File: src/sv/assert_macros.svh
// Assertion helpers shared by the RTL
`ifndef ASSERT_MACROS_SVH
`define ASSERT_MACROS_SVH

// Property must hold at every rising edge outside reset
`define ASSERT_ALWAYS(label, prop, msg) \
  label: assert property (@(posedge clk) disable iff (rst) (prop)) else $error(msg);

// Antecedent implies consequent in the same cycle
`define ASSERT_IMPLIES(label, ante, cons, msg) \
  label: assert property (@(posedge clk) disable iff (rst) (ante) |-> (cons)) else $error(msg);

`endif

File: src/sv/b64d_pkg.sv
package b64d_pkg;

  localparam logic [7:0] PAD_CHAR = 8'h3D;

  localparam int QUEUE_DEPTH = 4;
  localparam int QUEUE_AW    = 2;

  localparam logic KIND_DATA   = 1'b0;
  localparam logic KIND_STATUS = 1'b1;

  // bit positions in a transaction mask
  localparam int RES_BYTE0  = 0;
  localparam int RES_BYTE1  = 1;
  localparam int RES_BYTE2  = 2;
  localparam int RES_STATUS = 3;

  typedef enum logic [1:0] {
    STAT_OK      = 2'd0,
    STAT_LENGTH  = 2'd1,
    STAT_INVALID = 2'd2
  } status_t;

  typedef struct packed {
    logic       valid;
    logic [5:0] value;
  } sextet_t;

  // one group of results for the back end
  typedef struct packed {
    logic [3:0]      mask;
    logic [2:0][7:0] data_bytes;
    status_t         status;
  } job_t;

  function automatic sextet_t sextet_of(input logic [7:0] ch);
    sextet_t r;
    r.valid = 1'b1;
    r.value = 6'd0;
    if (ch >= 8'h41 && ch <= 8'h5A) begin
      r.value = 6'(ch - 8'h41);
    end else if (ch >= 8'h61 && ch <= 8'h7A) begin
      r.value = 6'(ch - 8'h47);
    end else if (ch >= 8'h30 && ch <= 8'h39) begin
      r.value = 6'(ch + 8'h04);
    end else if (ch == 8'h2B) begin
      r.value = 6'd62;
    end else if (ch == 8'h2F) begin
      r.value = 6'd63;
    end else begin
      r.valid = 1'b0;
    end
    return r;
  endfunction

endpackage

File: src/sv/base64_stream_decoder_unit.sv
// Channel  Direction  tdata                                  tuser  tlast
// s_*      in         [7:0] character                        -      end_of_string
// m_*      out        [7:0] data_byte, [9:8] status          kind   last
//
// One character is taken per cycle while the job queue has room.
// A group of four yields up to three bytes; end of string adds a status result.
// Results leave at one per cycle while m_tready is high, from a registered output stage.
// Synchronous reset clears group state, queue and output valid.
// A stall on m_tready fills the queue, then drops s_tready.
`include "assert_macros.svh"

module base64_stream_decoder_unit (
  input  logic        clk,
  input  logic        rst,
  input  logic        s_tvalid,
  output logic        s_tready,
  input  logic [7:0]  s_tdata,   // [7:0] character
  input  logic        s_tlast,
  output logic        m_tvalid,
  input  logic        m_tready,
  output logic [15:0] m_tdata,   // [7:0] data_byte, [9:8] status, [15:10] zero
  output logic        m_tuser,   // kind
  output logic        m_tlast
);

  b64d_pkg::job_t push_job;
  b64d_pkg::job_t head;
  logic           push;
  logic           pop;
  logic           full;
  logic           empty;

  b64d_front u_front (
    .clk        (clk),
    .rst        (rst),
    .s_tvalid   (s_tvalid),
    .s_tready   (s_tready),
    .s_tdata    (s_tdata),
    .s_tlast    (s_tlast),
    .queue_full (full),
    .job_push   (push),
    .job        (push_job)
  );

  b64d_queue u_queue (
    .clk      (clk),
    .rst      (rst),
    .push     (push),
    .push_job (push_job),
    .pop      (pop),
    .head     (head),
    .full     (full),
    .empty    (empty)
  );

  b64d_back u_back (
    .clk      (clk),
    .rst      (rst),
    .head     (head),
    .empty    (empty),
    .pop      (pop),
    .m_tvalid (m_tvalid),
    .m_tready (m_tready),
    .m_tdata  (m_tdata),
    .m_tuser  (m_tuser),
    .m_tlast  (m_tlast)
  );

  `ASSERT_IMPLIES(a_ready_tracks_queue, full, !s_tready, "ready high with full queue")

endmodule

File: src/sv/b64d_front.sv
module b64d_front (
  input  logic            clk,
  input  logic            rst,
  input  logic            s_tvalid,
  output logic            s_tready,
  input  logic [7:0]      s_tdata,   // [7:0] character
  input  logic            s_tlast,
  input  logic            queue_full,
  output logic            job_push,
  output b64d_pkg::job_t  job
);

  logic [1:0]        group_position;
  logic [17:0]       held_sextets;
  logic              third_is_pad;
  logic              bad_char_seen;

  b64d_pkg::sextet_t lookup;
  logic              accept;
  logic              is_pad;
  logic              char_ok;
  logic [5:0]        val;
  logic              bad_now;
  logic              group_done;
  logic              emit;
  logic [5:0]        v1, v2, v3;

  assign s_tready   = !rst && !queue_full;
  assign accept     = s_tvalid && s_tready;
  assign lookup     = b64d_pkg::sextet_of(s_tdata);
  assign is_pad     = (s_tdata == b64d_pkg::PAD_CHAR);
  assign char_ok    = lookup.valid || (is_pad && group_position[1]);
  assign val        = lookup.valid ? lookup.value : 6'd0;
  assign bad_now    = bad_char_seen || !char_ok;
  assign group_done = (group_position == 2'd3);
  assign emit       = group_done && !bad_now;
  assign v1         = held_sextets[17:12];
  assign v2         = held_sextets[11:6];
  assign v3         = held_sextets[5:0];

  always_comb begin
    job = '0;
    job.data_bytes[0] = {v1, v2[5:4]};
    job.data_bytes[1] = {v2[3:0], v3[5:2]};
    job.data_bytes[2] = {v3[1:0], val};
    job.mask[b64d_pkg::RES_BYTE0]  = emit;
    job.mask[b64d_pkg::RES_BYTE1]  = emit && !third_is_pad;
    job.mask[b64d_pkg::RES_BYTE2]  = emit && !is_pad;
    job.mask[b64d_pkg::RES_STATUS] = s_tlast;
    priority if (!group_done) begin
      job.status = b64d_pkg::STAT_LENGTH;
    end else if (bad_now) begin
      job.status = b64d_pkg::STAT_INVALID;
    end else begin
      job.status = b64d_pkg::STAT_OK;
    end
  end

  assign job_push = accept && (emit || s_tlast);

  always_ff @(posedge clk) begin
    if (rst) begin
      group_position <= 2'd0;
      held_sextets   <= '0;
      third_is_pad   <= 1'b0;
      bad_char_seen  <= 1'b0;
    end else if (accept) begin
      if (s_tlast) begin
        group_position <= 2'd0;
        held_sextets   <= '0;
        third_is_pad   <= 1'b0;
        bad_char_seen  <= 1'b0;
      end else begin
        group_position <= group_position + 2'd1;
        bad_char_seen  <= bad_now;
        unique case (group_position)
          2'd0: begin
            held_sextets <= {val, 12'd0};
            third_is_pad <= 1'b0;
          end
          2'd1: held_sextets[11:6] <= val;
          2'd2: begin
            held_sextets[5:0] <= val;
            third_is_pad      <= is_pad;
          end
          default: ;
        endcase
      end
    end
  end

endmodule

File: src/sv/b64d_queue.sv
`include "assert_macros.svh"

module b64d_queue (
  input  logic           clk,
  input  logic           rst,
  input  logic           push,
  input  b64d_pkg::job_t push_job,
  input  logic           pop,
  output b64d_pkg::job_t head,
  output logic           full,
  output logic           empty
);

  b64d_pkg::job_t                  slots [b64d_pkg::QUEUE_DEPTH];
  logic [b64d_pkg::QUEUE_AW-1:0]   wr_ptr;
  logic [b64d_pkg::QUEUE_AW-1:0]   rd_ptr;
  logic [b64d_pkg::QUEUE_AW:0]     count;

  assign full  = (count == (b64d_pkg::QUEUE_AW + 1)'(b64d_pkg::QUEUE_DEPTH));
  assign empty = (count == '0);
  assign head  = slots[rd_ptr];

  always_ff @(posedge clk) begin
    if (push) begin
      slots[wr_ptr] <= push_job;
    end
  end

  always_ff @(posedge clk) begin
    if (rst) begin
      wr_ptr <= '0;
      rd_ptr <= '0;
      count  <= '0;
    end else begin
      if (push) begin
        wr_ptr <= wr_ptr + 1'b1;
      end
      if (pop) begin
        rd_ptr <= rd_ptr + 1'b1;
      end
      unique case ({push, pop})
        2'b10:   count <= count + 1'b1;
        2'b01:   count <= count - 1'b1;
        default: ;
      endcase
    end
  end

  `ASSERT_IMPLIES(a_no_overflow, push, !full, "push into full queue")
  `ASSERT_IMPLIES(a_no_underflow, pop, !empty, "pop from empty queue")

endmodule

File: src/sv/b64d_back.sv
`include "assert_macros.svh"

module b64d_back (
  input  logic            clk,
  input  logic            rst,
  input  b64d_pkg::job_t  head,
  input  logic            empty,
  output logic            pop,
  output logic            m_tvalid,
  input  logic            m_tready,
  output logic [15:0]     m_tdata,   // [7:0] data_byte, [9:8] status, [15:10] zero
  output logic            m_tuser,   // kind
  output logic            m_tlast
);

  b64d_pkg::job_t cur;
  logic [3:0]     pend;
  logic [3:0]     sel;
  logic [3:0]     pend_rest;
  logic           out_free;
  logic           advance;
  logic [7:0]     res_byte;
  logic [1:0]     res_status;
  logic           res_kind;

  assign sel       = pend & (~pend + 4'd1);
  assign pend_rest = pend & ~sel;
  assign out_free  = !m_tvalid || m_tready;
  assign advance   = (pend != 4'd0) && out_free;
  assign pop       = !empty && ((pend == 4'd0) || (advance && (pend_rest == 4'd0)));

  always_comb begin
    res_byte   = 8'd0;
    res_status = b64d_pkg::STAT_OK;
    res_kind   = b64d_pkg::KIND_DATA;
    priority if (pend[b64d_pkg::RES_BYTE0]) begin
      res_byte = cur.data_bytes[0];
    end else if (pend[b64d_pkg::RES_BYTE1]) begin
      res_byte = cur.data_bytes[1];
    end else if (pend[b64d_pkg::RES_BYTE2]) begin
      res_byte = cur.data_bytes[2];
    end else begin
      res_status = cur.status;
      res_kind   = b64d_pkg::KIND_STATUS;
    end
  end

  always_ff @(posedge clk) begin
    if (rst) begin
      m_tvalid <= 1'b0;
      pend     <= 4'd0;
    end else begin
      if (advance) begin
        m_tvalid <= 1'b1;
      end else if (m_tready) begin
        m_tvalid <= 1'b0;
      end
      if (pop) begin
        pend <= head.mask;
      end else if (advance) begin
        pend <= pend_rest;
      end
    end
  end

  always_ff @(posedge clk) begin
    if (pop) begin
      cur <= head;
    end
    if (advance) begin
      m_tdata <= {6'd0, res_status, res_byte};
      m_tuser <= res_kind;
      m_tlast <= (pend_rest == 4'd0);
    end
  end

  `ASSERT_IMPLIES(a_status_is_last, m_tvalid && m_tuser, m_tlast, "status not last")
  `ASSERT_IMPLIES(a_data_zero_status, m_tvalid && !m_tuser, m_tdata[15:8] == 8'd0,
                  "data result with status bits")

endmodule

File: config.mk
export PLATFORM = sky130hd
export DESIGN_NAME = base64_stream_decoder_unit
export DESIGN_NICKNAME = d
export VERILOG_FILES = /design/src/sv/b64d_pkg.sv /design/src/sv/base64_stream_decoder_unit.sv /design/src/sv/b64d_front.sv /design/src/sv/b64d_queue.sv /design/src/sv/b64d_back.sv
export VERILOG_INCLUDE_DIRS = /design/src /design/src/sv
export SDC_FILE = /design/constraint.sdc
export NUM_CORES = 1
export LEC_CHECK = 0
export BUFFER_PORTS_ARGS = -buffer_cell sky130_fd_sc_hd__clkbuf_2
export CAP_MARGIN = 20
export CORE_MARGIN = 2
export CORE_UTILIZATION = 55
export DETAILED_ROUTE_END_ITERATION = 10
export PLACE_DENSITY = 0.72
export SLEW_MARGIN = 20
export SYNTH_ARGS = -nofsm -noshare
export SYNTH_HDL_FRONTEND = slang
export SYNTH_SLANG_ARGS = --single-unit
export TNS_END_PERCENT = 5
File: constraint.sdc
create_clock -name clk -period 5 [get_ports clk]
set_input_delay 0.25 -clock clk [delete_from_list [all_inputs] [get_ports clk]]
set_output_delay 0.25 -clock clk [all_outputs]
set_load 0.01 [all_outputs]
== Word-level counts from Yosys, hierarchy flattened ==
Memory sizes are Yosys's and may differ from the RTL's. A register that Yosys moved wholly into a read port is not among the register bits.
Index checks and enable logic that the tools add are counted.
Widths: inputs -> output; s select.

* Register bits: 72
* Bits in writable memories: 120
* Bits of input ports: 13
* Output and inout port bits: 20
* Word-level logic and storage cells: 124
* Memories: 1

{| class="wikitable"
|+ Memories
! memory !! depth !! bits a word !! read ports !! clocked after memory_dff !! wr ports !! line !! source
|-
| u_queue.slots || 4 || 30 || 1 || 1 || 1 || b64d_queue.sv:14 || <nowiki>b64d_pkg::job_t slots [b64d_pkg::QUEUE_DEPTH];</nowiki>
|}

* $add $sub $neg: 9
* Order comparisons: 6
* Equal/unequal tests: 9
* Mux-type cells: 34
* Bitwise logic cells: 4
* Reductions and logical operators: 42

{| class="wikitable"
|+ Operator list
! kind !! count
|-
| $mux 6 || 7
|-
| $eq 8x6->1 const B || 3
|-
| $mux 8 || 3
|-
| $pmux 6 s2 || 2
|-
| $mux 18 || 1
|-
| $ge 8x7->1 const B || 2
|-
| $le 8x7->1 const B || 2
|-
| $logic_and 1x1->1 || 13
|-
| $mux 1 || 12
|-
| $mux 2 || 5
|-
| $and 4x4->4 || 2
|-
| $ge 8x6->1 const B || 1
|-
| $le 8x6->1 const B || 1
|-
| $logic_not 1->1 || 8
|-
| $logic_not 4->1 || 2
|-
| $mux 4 || 2
|-
| $not 4->4 || 2
|-
| $reduce_bool 2->1 || 4
|-
| $add 2x1->2 const B || 3
|-
| $add 6x3->6 const B || 1
|-
| $eq 2x2->1 const B || 3
|-
| $pmux 3 s2 || 1
|-
| $reduce_and 2->1 || 3
|-
| $reduce_bool 3->1 || 2
|-
| 14 further kinds || 19
|}

== Longest topological paths before layout ==
Gate-level depths: netlist (run 1).

* Depth after elaboration: 15
* Mapped depth: 15
* Mapped depth without buffers: 14

== Modules after synthesis ==
Synthesis (run 1) repeated with hierarchy kept, for this count alone.

* Cell total of the unflattened synthesis: 485
* Area total of the unflattened synthesis: 7935.1 um^2

{| class="wikitable"
|+ By module, submodules not included
! module !! times used !! cells an instance !! area an instance (um^2) !! sequential area each (um^2)
|-
| b64d_queue || 1 || 203 || 4762.1 || 3783.6
|-
| b64d_back || 1 || 109 || 1641.6 || 1241.2
|-
| b64d_front || 1 || 173 || 1531.5 || 440.4
|}

== Worst setup path after synthesis (run 1) ==
OpenSTA, ideal clock, no wires.

* Kind: register to register
* Start: reg u_back.pend[0]
* End: reg u_queue.count[2] (netlist name)
* Setup time: 70 ps
* Arrival time: 3303 ps
* Data required time: 4930 ps
* Path slack: 1627 ps
* Cell stages (with the launch flop): 11
* Path buffers: 1
* Period minus slack after synthesis: 3373 ps
* Cell sequence: dfxtp_1 -> or3_1 -> o21ai_0 -> o311a_1 -> clkbuf_1 -> ha_1 -> inv_1 -> fa_1 -> xor2_1 -> or3_1 -> a21oi_1

* Cells in the longest elaborated chain, start to end: 11
* Elaborated cells on any way between the ends: 16
* Those cells by class: add/sub: 1; eq/ne: 2; mux: 1; bitwise: 4; reduce/logical: 8

{| class="wikitable"
|+ RTL lines
! item !! line !! source
|-
| start, declared || b64d_back.sv:17 || <nowiki>logic [3:0] pend;</nowiki>
|-
| start signal, assigned || b64d_back.sv:59 || <nowiki>pend <= head.mask;</nowiki>
|-
| start signal, assigned || b64d_back.sv:61 || <nowiki>pend <= pend_rest;</nowiki>
|-
| $not 4->4 || b64d_back.sv:26 || <nowiki>assign sel = pend & (~pend + 4'd1);</nowiki>
|-
| $add 4x1->4 || b64d_back.sv:26 ||
|-
| $and 4x4->4 || b64d_back.sv:26 ||
|-
| $not 4->4 || b64d_back.sv:27 || <nowiki>assign pend_rest = pend & ~sel;</nowiki>
|-
| $and 4x4->4 || b64d_back.sv:27 ||
|-
| $logic_not 4->1 || b64d_back.sv:30 || <nowiki>assign pop = !empty && ((pend == 4'd0) || (advance && (pend_rest == 4'd0)));</nowiki>
|-
| $logic_and 1x1->1 || b64d_back.sv:30 ||
|-
| $logic_or 1x1->1 (*) || b64d_back.sv:30 ||
|-
| $logic_and 1x1->1 (*) || b64d_back.sv:30 ||
|-
| net pop || base64_stream_decoder_unit.sv:29 || <nowiki>logic pop;</nowiki>
|-
| $eq 2x1->1 or $eq 2x2->1 (tied branches) || b64d_queue.sv:41 || <nowiki>unique case ({push, pop})</nowiki>
|-
| $pmux 3 s2 or $reduce_bool 2->1 (tied branches) || -- ||
|-
| end signal, assigned || b64d_queue.sv:42 || <nowiki>2'b10: count <= count + 1'b1;</nowiki>
|-
| end signal, assigned || b64d_queue.sv:43 || <nowiki>2'b01: count <= count - 1'b1;</nowiki>
|-
| end, declared || b64d_queue.sv:17 || <nowiki>logic [b64d_pkg::QUEUE_AW:0] count;</nowiki>
|}

The timed path passes the listed nets; every way through them passes the cells marked *.
A chain may end at the register's enable or synchronous reset.

==> results of run 1 <==
-- where the power goes --
group          total, mW  switching, mW  internal [mW]  leakage [nW]
registers           2.19          0.132           2.06          1.81
clock network       1.41          0.596          0.818         0.304
logic              0.762          0.454          0.308         0.882
-- state kept, by name, indices dropped and copies added, names as in the netlist, named ones only --
name	flops
u_queue.slots	120
u_back.cur	26
u_front.held_sextets	18
u_back.m_tdata	10
u_back.pend	4
u_queue.count	3
u_front.group_position	2
u_queue.rd_ptr	2
u_queue.wr_ptr	2
u_back.m_tlast	1
u_back.m_tuser	1
u_back.m_tvalid	1
u_front.bad_char_seen	1
u_front.third_is_pad	1
-- metal layers --
layer  GRT usage, %  part of all wire, %  vias to the layer above
li1               -                    -                     1866
met1          27.95                   42                     2128
met2          35.36                   51                      150
met3          4.833                  5.4                       18
met4          6.106                  1.1                        0
met5              0                    0                        -
-- stage by stage --
| step | hold slack (ns) | area, sq um | power, mW |
|---|---|---|---|
| 2_1_floorplan | 0.3489 | 7770 | 2.750 |
| 3_3_place_gp | 0.4782 | 8061 | 2.968 |
| 3_5_place_dp | 0.4968 | 8061 | 3.000 |
| 4_1_cts | 0.1671 | 8697 | 4.403 |
| 5_1_grt | 0.1786 | 8697 | 4.571 |
| 6_report | 0.1737 | 8697 | 4.371 |
-- worst max-delay path by stage --
stage	startpoint	end	slack, ns	cells after the start
final	s_tdata[2]	u_queue.count[2]$_SDFFE_PP0P_	1.87	15
after global routing	s_tdata[2]	u_queue.count[2]$_SDFFE_PP0P_	1.63	15
after CTS	s_tdata[2]	u_queue.count[2]$_SDFFE_PP0P_	1.92	15
after detailed placement	s_tdata[2]	u_queue.slots[2][10]$_DFFE_PP_	1.47	10
after global placement	s_tdata[2]	u_queue.slots[2][12]$_DFFE_PP_	1.60	10
after floorplan	u_back.pend[0]$_SDFFE_PP0P_	u_queue.count[2]$_SDFFE_PP0P_	1.63	10
-- kinds of logic (layout without fill, tap and decap cells) --
family	count (synthesis)	after routing	share of synthesized area, %
buffers and inverters	45	83	2.680
multiplexers	32	32	8.975
flip-flops	194	194	70.51
other	1	6	0.04838
AO/OA/AOI/OAI	84	84	8.006
adder cells (fa/ha/maj)	20	20	3.293
AND/OR/NAND/NOR	83	83	5.585
XOR/XNOR	8	8	0.9040
-- synth_stat cells (4+ instances only) --
cell type / count / area, sq um
a21oi_1: 12 / 60.06
a22o_1: 12 / 105.1
a22oi_1: 13 / 97.59
a32o_1: 6 / 60.06
and2_1: 7 / 43.79
and3_1: 4 / 25.02
buf_2: 4 / 20.02
buf_4: 7 / 52.55
clkbuf_1: 12 / 45.04
dfxtp_1: 36 / 720.7
edfxtp_1: 158 / 4745
ha_1: 18 / 225.2
inv_1: 19 / 71.32
mux4_2: 30 / 675.7
nand2_1: 21 / 78.83
nand3_1: 5 / 25.02
nor2_1: 22 / 82.58
nor2b_1: 4 / 25.02
nor3_1: 4 / 20.02
o21ai_0: 19 / 95.09
xnor2_1: 5 / 43.79
-- area by class of cell --
class	count	area share [%]
flip-flops and latches	194	62.87
multi-input cells	233	24.11
clock buffers	18	5.050
well taps	180	2.590
repair buffers	32	2.302
clock inverters	14	2.259
inverters	19	0.8200
-- layout by cell type (no fill, tap or decap), types with 17 or more instances in the layout --
master,n
mux4_2,30
nor2_1,22
clkbuf_16,17
o21ai_0,19
inv_1,19
clkbuf_2,26
ha_1,18
nand2_1,21
dfxtp_1,34
edfxtp_1,158
-- critical path, cell delays in order --
cell      delay, ns
clkbuf_2       0.19
inv_1          0.21
ha_1           0.26
a21oi_1        0.09
a311oi_1       0.46
or4b_4         0.28
a31oi_2        0.14
o21a_2         0.28
inv_1          0.07
ha_1           0.17
inv_1          0.06
fa_1           0.40
xor2_1         0.18
or3_1          0.31
a21oi_1        0.14
==> results.py, run 1 <==
metrics = {
    "grt": {
        "grt_pass1_wl_mm": 23.01,
        "grt_antenna_before_repair": 0,
        "grt_overflow": 0,
        "grt_max_degree": 33,
        "grt_pass1_vias": 4169,
        "track_usage_pct": 21.15,
    },
    "worst_setup_path": {
        "cp.required_ns": 5.35,
        "rr_startpoint": "u_back.pend[0]$_SDFFE_PP0P_",
        "endpoint_kind": "register",
        "worstSetupStartpointType": "input port",
        "rrSetupSlack_ns": 2.09,
        "r2r_cells": 9,
        "rr_endpoint": "u_queue.count[2]$_SDFFE_PP0P_",
        "arrival_ns": 3.48,
        "cp_max_fo": 11,
        "critPathKind": "input port to register",
    },
    "power_and_ir_drop": {
        "powerDensity_nw_per_um2": 502.5,
        "p_leak_nw": 2.997,
        "ir_drop_uv": 260.6,
    },
    "placed_design": {
        "portBuffers": 26,
        "place_inst": 658,
        "dpl_worst_slack_ns": 1.471,
        "dp_hpwl_mm": 8.885,
        "place_congestion": 0.8913,
    },
    "floorplan": {
        "io_pins": 33,
        "die_area_sq_um": 15060,
        "num_rows": 43,
        "coreArea_sq_um": 13830,
        "start_util_pct": 56.06,
        "fp.dieW_um": 122.7,
        "die_y_um": 122.7,
    },
    "timing": {
        "period_needed_ns": 3.129,
        "finClkSkew_ns": 0.007056,
        "rsz0062_at_grt": "no",
        "hold_viol": 0,
        "fmax_mhz": 319.6,
        "min_period_over_period_pct": 62.57,
        "finalSetupTns_ns": 0,
        "relSlewSlack_pct": 35.65,
        "fin_ws_ns": 1.871,
        "drv_slew": 0,
        "worst_pin_slew_ns": 0.9616,
        "setup_violations": 0,
    },
    "synthesis": {
        "netlist_area_sq_um": 7751,
        "ys.warnings.count": 0,
        "synth_ff_type": "edfxtp_1",
        "synth-edff-count": 158,
        "synth.avg_cell_area_sq_um": 16.60,
        "yosysSeqAreaShare_pct": 70.51,
        "synth_cells": 467,
        "synth.distinct_cells": 53,
        "async_flop_share_pct": 0,
        "ys_seq_elements": 194,
    },
    "cells_and_area": {
        "area_growth_pct": 12.20,
        "fin_nets": 529,
        "drive_gt1_share_pct": 20.98,
        "fin_util_pct": 62.90,
        "antenna_cells": 0,
        "fill_cells": 978,
        "regArea_sq_um": 5468,
        "finalNonFillerCells": 690,
        "multiInputGateArea_sq_um": 2097,
    },
    "route": {
        "drt_first_iter_violations": 385,
        "drt_pass1_iterations": 5,
        "wl_per_cell_um": 21.14,
        "vias": 4162,
        "ant_nets": 0,
        "via_per_inst": 6.032,
        "drc_errors": 0,
        "drt_wl_total_mm": 14.59,
    },
    "cts": {
        "cts_root_buffer": "clkbuf_16",
        "cts.sinks": 194,
        "numCtsBuffers": 17,
        "cts_setup_buffers": 0,
        "cts_resized": 0,
        "insertion_delay_ns": 0.42,
        "clk_pin_slew_worst_paths_ns": 0.07,
        "holdBufCountCts": 0,
        "cts_tree": "done",
        "cts.path.max_buffers": 2,
        "h-tree-depth": 4,
    },
    "worst_hold_path": {
        "hold_depth": 4,
        "holdCritStartpoint": "s_tvalid",
        "hp-class": "input port to register",
        "whs_endpoint": "u_front.group_position[1]$_SDFFE_PP0P_",
    },
    "status": {
        "outcome": "completed",
    },
    "job": {
        "maxCapViolCount": 0,
    },
}
Note: power is estimated with default switching activity, not from simulation.
==> run 2: changes to the inputs <==
Clock period 5 ns to 3.3 ns, I/O delays scaled along.
==> run 2 against run 1 <==
Compared with the run above: setup slack got worse by 1.4 ns; power rose by 49%; critical endpoint unchanged; design area rose by 0.20%; sequential power rose by 51%; non-clock buffer count rose by 6; wire length fell by 2.0%; clock-buffer cell count fell by 1; first-iteration DRC count rose by 14%; hold slack got worse by 0.10 ns; largest cell class unchanged; die area did not move; clock power rose by 40%; clock skew rose by 0.0063 ns.
==> results.py, run 2 (synthesis results as in run 1) <==
metrics = {
    "route": {
        "vias": 4141,
        "drt_pass1_iterations": 5,
        "via_per_inst": 5.950,
        "drt_first_iter_violations": 439,
        "drc_errors": 0,
        "ant_nets": 0,
        "drt_wl_total_mm": 14.30,
        "wl_per_cell_um": 20.54,
    },
    "floorplan": {
        "fp.dieW_um": 122.7,
        "start_util_pct": 56.06,
        "die_area_sq_um": 15060,
        "die_y_um": 122.7,
        "io_pins": 33,
        "num_rows": 43,
        "coreArea_sq_um": 13830,
    },
    "cells_and_area": {
        "antenna_cells": 0,
        "mostFrequentLayoutCell": "edfxtp_1",
        "regArea_sq_um": 5466,
        "area_growth_pct": 12.43,
        "fin_util_pct": 63.03,
        "layout_common_cells": "edfxtp_1 (158), dfxtp_1 (35), mux4_2 (30)",
        "largest-register": "u_queue.slots",
        "drive_gt1_share_pct": 21.71,
        "reg.largest.list": "u_queue.slots: 120 flops, u_back.cur: 26 flops, u_front.held_sextets: 18 flops",
        "fin_nets": 535,
        "multiInputGateArea_sq_um": 2097,
        "largest_reg_flops": 120,
        "fill_cells": 952,
    },
    "grt": {
        "grt_antenna_before_repair": 0,
        "grt_pass1_vias": 4259,
        "grt_overflow": 0,
        "grt_pass1_wl_mm": 23.01,
        "grt_max_degree": 33,
        "track_usage_pct": 20.85,
    },
    "cts": {
        "cts_tree": "done",
        "cts.path.max_buffers": 2,
        "holdBufCountCts": 0,
        "cts.sinks": 194,
        "insertion_delay_ns": 0.42,
        "h-tree-depth": 4,
        "cts_root_buffer": "clkbuf_16",
        "cts_resized": 0,
        "numCtsBuffers": 17,
        "cts_setup_buffers": 0,
        "clk_pin_slew_worst_paths_ns": 0.07,
    },
    "timing": {
        "min_period_over_period_pct": 84.90,
        "rsz0062_at_grt": "no",
        "drv_slew": 0,
        "fmax_mhz": 356.9,
        "worst_pin_slew_ns": 0.9787,
        "period_needed_ns": 2.802,
        "finalSetupTns_ns": 0,
        "setup_violations": 0,
        "hold_viol": 0,
        "finClkSkew_ns": 0.01332,
        "relSlewSlack_pct": 34.51,
    },
    "worst_setup_path": {
        "worstSetupStartpointType": "register",
        "cp.required_ns": 3.65,
        "endpoint_kind": "register",
        "cp_max_fo": 6,
        "arrival_ns": 3.15,
        "critPathKind": "register to register",
        "r2r_cells": 9,
    },
    "power_and_ir_drop": {
        "powerDensity_nw_per_um2": 746.5,
        "ir_drop_uv": 414.5,
        "p_leak_nw": 3.014,
    },
    "placed_design": {
        "place_congestion": 0.8640,
        "portBuffers": 26,
        "dp_hpwl_mm": 8.864,
    },
    "worst_hold_path": {
        "hp-class": "input port to register",
        "hold_depth": 4,
    },
    "job": {
        "maxCapViolCount": 0,
    },
    "status": {
        "outcome": "completed",
    },
}
-- run 2: through the flow --
stage	area (sq um)	hold slack (ns)	power (mW)	worst slack, ns	instances
floorplan	7771	0.2639	4.163	0.3034	472
global placement	8143	0.4786	4.543	0.2506	664
detailed placement	8143	0.4865	4.609	0.05729	664
CTS	8715	0.05484	6.564	0.4710	696
global route	8715	0.1087	6.790	0.2393	696
finish	8715	0.06996	6.506	0.4983	696
-- run 2: final cells by class --
type / count / share of cell area [%]
flip-flops and latches: 194 / 62.73
repair buffers: 38 / 3.245
clock inverters: 15 / 1.680
clock buffers: 17 / 4.882
inverters: 19 / 0.8184
multi-input cells: 233 / 24.06
well taps: 180 / 2.584
-- run 2: final timing paths --
path / end / slack [ns] / from
worst min-delay path: u_front.group_position[1]$_SDFFE_PP0P_ / 0.07 / s_tvalid
worst min register to register: u_queue.slots[2][14]$_DFFE_PP_ / 0.51 / u_front.held_sextets[6]$_SDFFE_PP0P_
worst max-delay path: u_queue.count[2]$_SDFFE_PP0P_ / 0.50 / u_back.pend[0]$_SDFFE_PP0P_
worst max register to register: u_queue.count[2]$_SDFFE_PP0P_ / 0.50 / u_back.pend[0]$_SDFFE_PP0P_
-- run 2: routing by layer --
| layer | global-route usage [%] | vias up | share of wire, % |
|---|---|---|---|
| li1 | - | 1875 | - |
| met1 | 27.29 | 2104 | 43 |
| met2 | 34.63 | 143 | 51 |
| met3 | 4.507 | 19 | 5.0 |
| met4 | 7.399 | 0 | 1.6 |
| met5 | 0 | - | 0 |
-- run 2: where the power goes --
part | total [mW] | switching (mW) | leakage, nW | internal [mW]
Clock | 1.97 | 0.911 | 0.280 | 1.06
Sequential | 3.30 | 0.175 | 1.81 | 3.13
Combinational | 1.23 | 0.735 | 0.923 | 0.496
-- run 2: critical path, stage by stage (launching register included) --
cell and delay (ns):
dfxtp_1 0.37, or3_1 0.44, o21ai_0 0.37, o311a_1 0.28, ha_1 0.19, inv_1 0.07, fa_1 0.40, xor2_1 0.17
or3_1 0.30, a21oi_1 0.15
==> run 3: changes to the inputs <==
Settings changed: PLACE_DENSITY 0.72 to 0.75.
Clock period 3.3 ns to 2.37 ns, I/O delays scaled along.
==> run 3 against run 2 <==
Compared with the run above: sequential power increased by 38%; die area stayed put; sequential share of layout area decreased by 3.5 points; final cell count grew 7.0%; critical path depth grew 1; power is 44% higher; wire length up 6.3%; clock power rose by 43%; clock skew decreased by 0.0068 ns; largest power group unchanged; highest routed layer unchanged.
==> results.py, run 3 (synthesis results as in run 1) <==
metrics = {
    "worst_setup_path": {
        "cp.required_ns": 2.73,
        "arrival_ns": 2.69,
        "endpoint_kind": "register",
        "worstSetupStartpointType": "register",
        "cp_max_fo": 5,
        "path_cells": "or3_4 > o21ai_4 > buf_6 > o311a_4 > ha_4 > inv_2 > fa_2 > xor2_1 > or3_1 > a21oi_1",
        "cp_num_buf_inv": 2,
        "crit_family": "simple AND/OR/NAND/NOR gates",
        "critPathKind": "register to register",
        "slowest_delay_ns": 0.43,
        "slowest_stage": "or3_4",
    },
    "route": {
        "vias": 4346,
        "drt_pass1_iterations": 5,
        "ant_nets": 0,
        "wl_per_cell_um": 20.39,
        "drt_wl_total_mm": 15.19,
        "drt_first_iter_violations": 355,
        "via_per_inst": 5.834,
        "drc_errors": 0,
    },
    "cts": {
        "cts_root_buffer": "clkbuf_16",
        "clk_pin_slew_worst_paths_ns": 0.07,
        "cts.sinks": 194,
        "h-tree-depth": 4,
        "cts_tree": "done",
        "cts.path.max_buffers": 2,
        "holdBufCountCts": 0,
        "numCtsBuffers": 17,
        "insertion_delay_ns": 0.42,
    },
    "timing": {
        "fmax_mhz": 429.1,
        "relSlewSlack_pct": 35.00,
        "fin_ws_ns": 0.03974,
        "finClkSkew_ns": 0.006481,
        "rsz0062_at_grt": "yes",
        "worst_pin_slew_ns": 0.9714,
        "drv_slew": 0,
        "hold_ws_ns": 0.03615,
        "setup_violations": 0,
        "period_needed_ns": 2.330,
        "min_period_over_period_pct": 98.32,
        "hold_viol": 0,
    },
    "cells_and_area": {
        "reg.largest.list": "u_queue.slots: 120 flops, u_back.cur: 26 flops, u_front.held_sextets: 18 flops",
        "mostFrequentLayoutCell": "edfxtp_1",
        "area_growth_pct": 19.10,
        "fin_nets": 584,
        "layout_common_cells": "edfxtp_1 (158), buf_4 (54), dfxtp_1 (34)",
        "antenna_cells": 0,
        "largest_reg_flops": 120,
        "drive_gt1_share_pct": 32.04,
        "largest-register": "u_queue.slots",
    },
    "placed_design": {
        "place_congestion": 0.8587,
        "dpl_worst_slack_ns": -0.4166,
        "portBuffers": 26,
        "dp_hpwl_mm": 9.646,
    },
    "grt": {
        "top_usage_layer": "met2",
        "grt_overflow": 0,
        "use_met2_pct": 38.12,
        "met3_usage_pct": 6.041,
        "grt_pass1_wl_mm": 24.36,
        "grt_pass1_vias": 4448,
        "grt_antenna_before_repair": 0,
        "grt_max_degree": 33,
        "track_usage_pct": 22.12,
        "grtUsageMet1_pct": 27.52,
    },
    "floorplan": {
        "die_y_um": 122.7,
        "die_area_sq_um": 15060,
        "coreArea_sq_um": 13830,
        "start_util_pct": 56.06,
        "io_pins": 33,
        "fp.dieW_um": 122.7,
        "num_rows": 43,
    },
    "status": {
        "outcome": "completed",
    },
    "power_and_ir_drop": {
        "ir_drop_uv": 560.2,
        "p_leak_nw": 3.271,
        "p_comb_share_pct": 21.4,
        "powerDensity_nw_per_um2": 1015,
        "clkPwrFrac_pct": 30.0,
        "p_int_mw": 6.728,
        "seq_power_share_pct": 48.5,
        "sw_frac_of_total_pct": 28.20,
        "p_sw_mw": 2.643,
    },
    "worst_hold_path": {
        "hp-class": "input port to register",
    },
    "job": {
        "maxCapViolCount": 0,
    },
}
==> run 3: cell types whose count changed in the layout (fill, tap and decap cells not counted), moves of 2 or more <==
cell	change
o21ai_0	-2
ha_4	+3
buf_4	+47
inv_6	+2
ha_1	-3
inv_2	+2
and2_1	-4
o21ai_4	+2
clkinv_2	-3
and2_2	+4
inv_1	-4
==> run 3: worst reg2reg max path, delay by kind of cell, from the launching register on <==
kind | cells | cell delay (ns)
flip-flops | 1 | 0.35
XOR/XNOR | 1 | 0.17
adder cells (fa/ha/maj) | 2 | 0.45
AND/OR/NAND/NOR | 2 | 0.73
AO/OA/AOI/OAI | 3 | 0.40
buffers and inverters | 2 | 0.15
==> run 3: layout make-up <==
| class | instances | area, sq um |
|---|---|---|
| fillers | 904 | 4596 |
| flip-flops and latches | 194 | 5468 |
| well taps | 180 | 225.2 |
| repair buffers | 87 | 666.9 |
| multi-input cells | 233 | 2201 |
| clock inverters | 15 | 165.2 |
| clock buffers | 17 | 425.4 |
| inverters | 19 | 80.08 |
==> run 3: repair_timing <==
| item | 4_1_cts | 5_1_grt |
|---|---|---|
| endpoints found under the setup margin | 2 | 2 |
| pin swaps | 3 | 4 |
| setup buffers | 1 | 0 |
| gates resized for setup | 8 | 3 |
==> run 3: power by group through the flow <==
stage,combinational (mW),sequential [mW],clock (mW)
detailed placement,1.96,4.60,0
global placement,1.92,4.58,0
global route,2.23,4.59,2.98
floorplan,1.23,4.61,0
finish,2.01,4.55,2.81
CTS,2.02,4.55,2.85
==> run 3: final timing paths <==
check	startpoint	endpoint	slack, ns	cells after the start
min	s_tvalid	u_front.group_position[1]$_SDFFE_PP0P_	0.04	4
max reg2reg	u_back.pend[0]$_SDFFE_PP0P_	u_queue.count[2]$_SDFFE_PP0P_	0.04	10
max	u_back.pend[0]$_SDFFE_PP0P_	u_queue.count[2]$_SDFFE_PP0P_	0.04	10
min reg2reg	u_front.held_sextets[14]$_SDFFE_PP0P_	u_queue.slots[0][6]$_DFFE_PP_	0.51	0
==> run 3: per-stage QoR <==
step                total power, mW  cells  utilization (%)  TNS (ns)  cell area (sq um)
floorplan                     5.841    472                -    -32.60               7846
global placement              6.502    713            62.17    -27.47               8596
detailed placement            6.568    713            62.17    -34.09               8596
CTS                           9.415    745            66.63         0               9213
global route                  9.804    745            66.76  -0.05379               9231
finish                        9.371    745            66.76         0               9231
==> run 3: per-layer routing <==
metal	vias up	share of wire, %
met3	20	5.3
met5	-	0
met1	2204	40
met2	148	53
li1	1974	-
met4	0	1.7
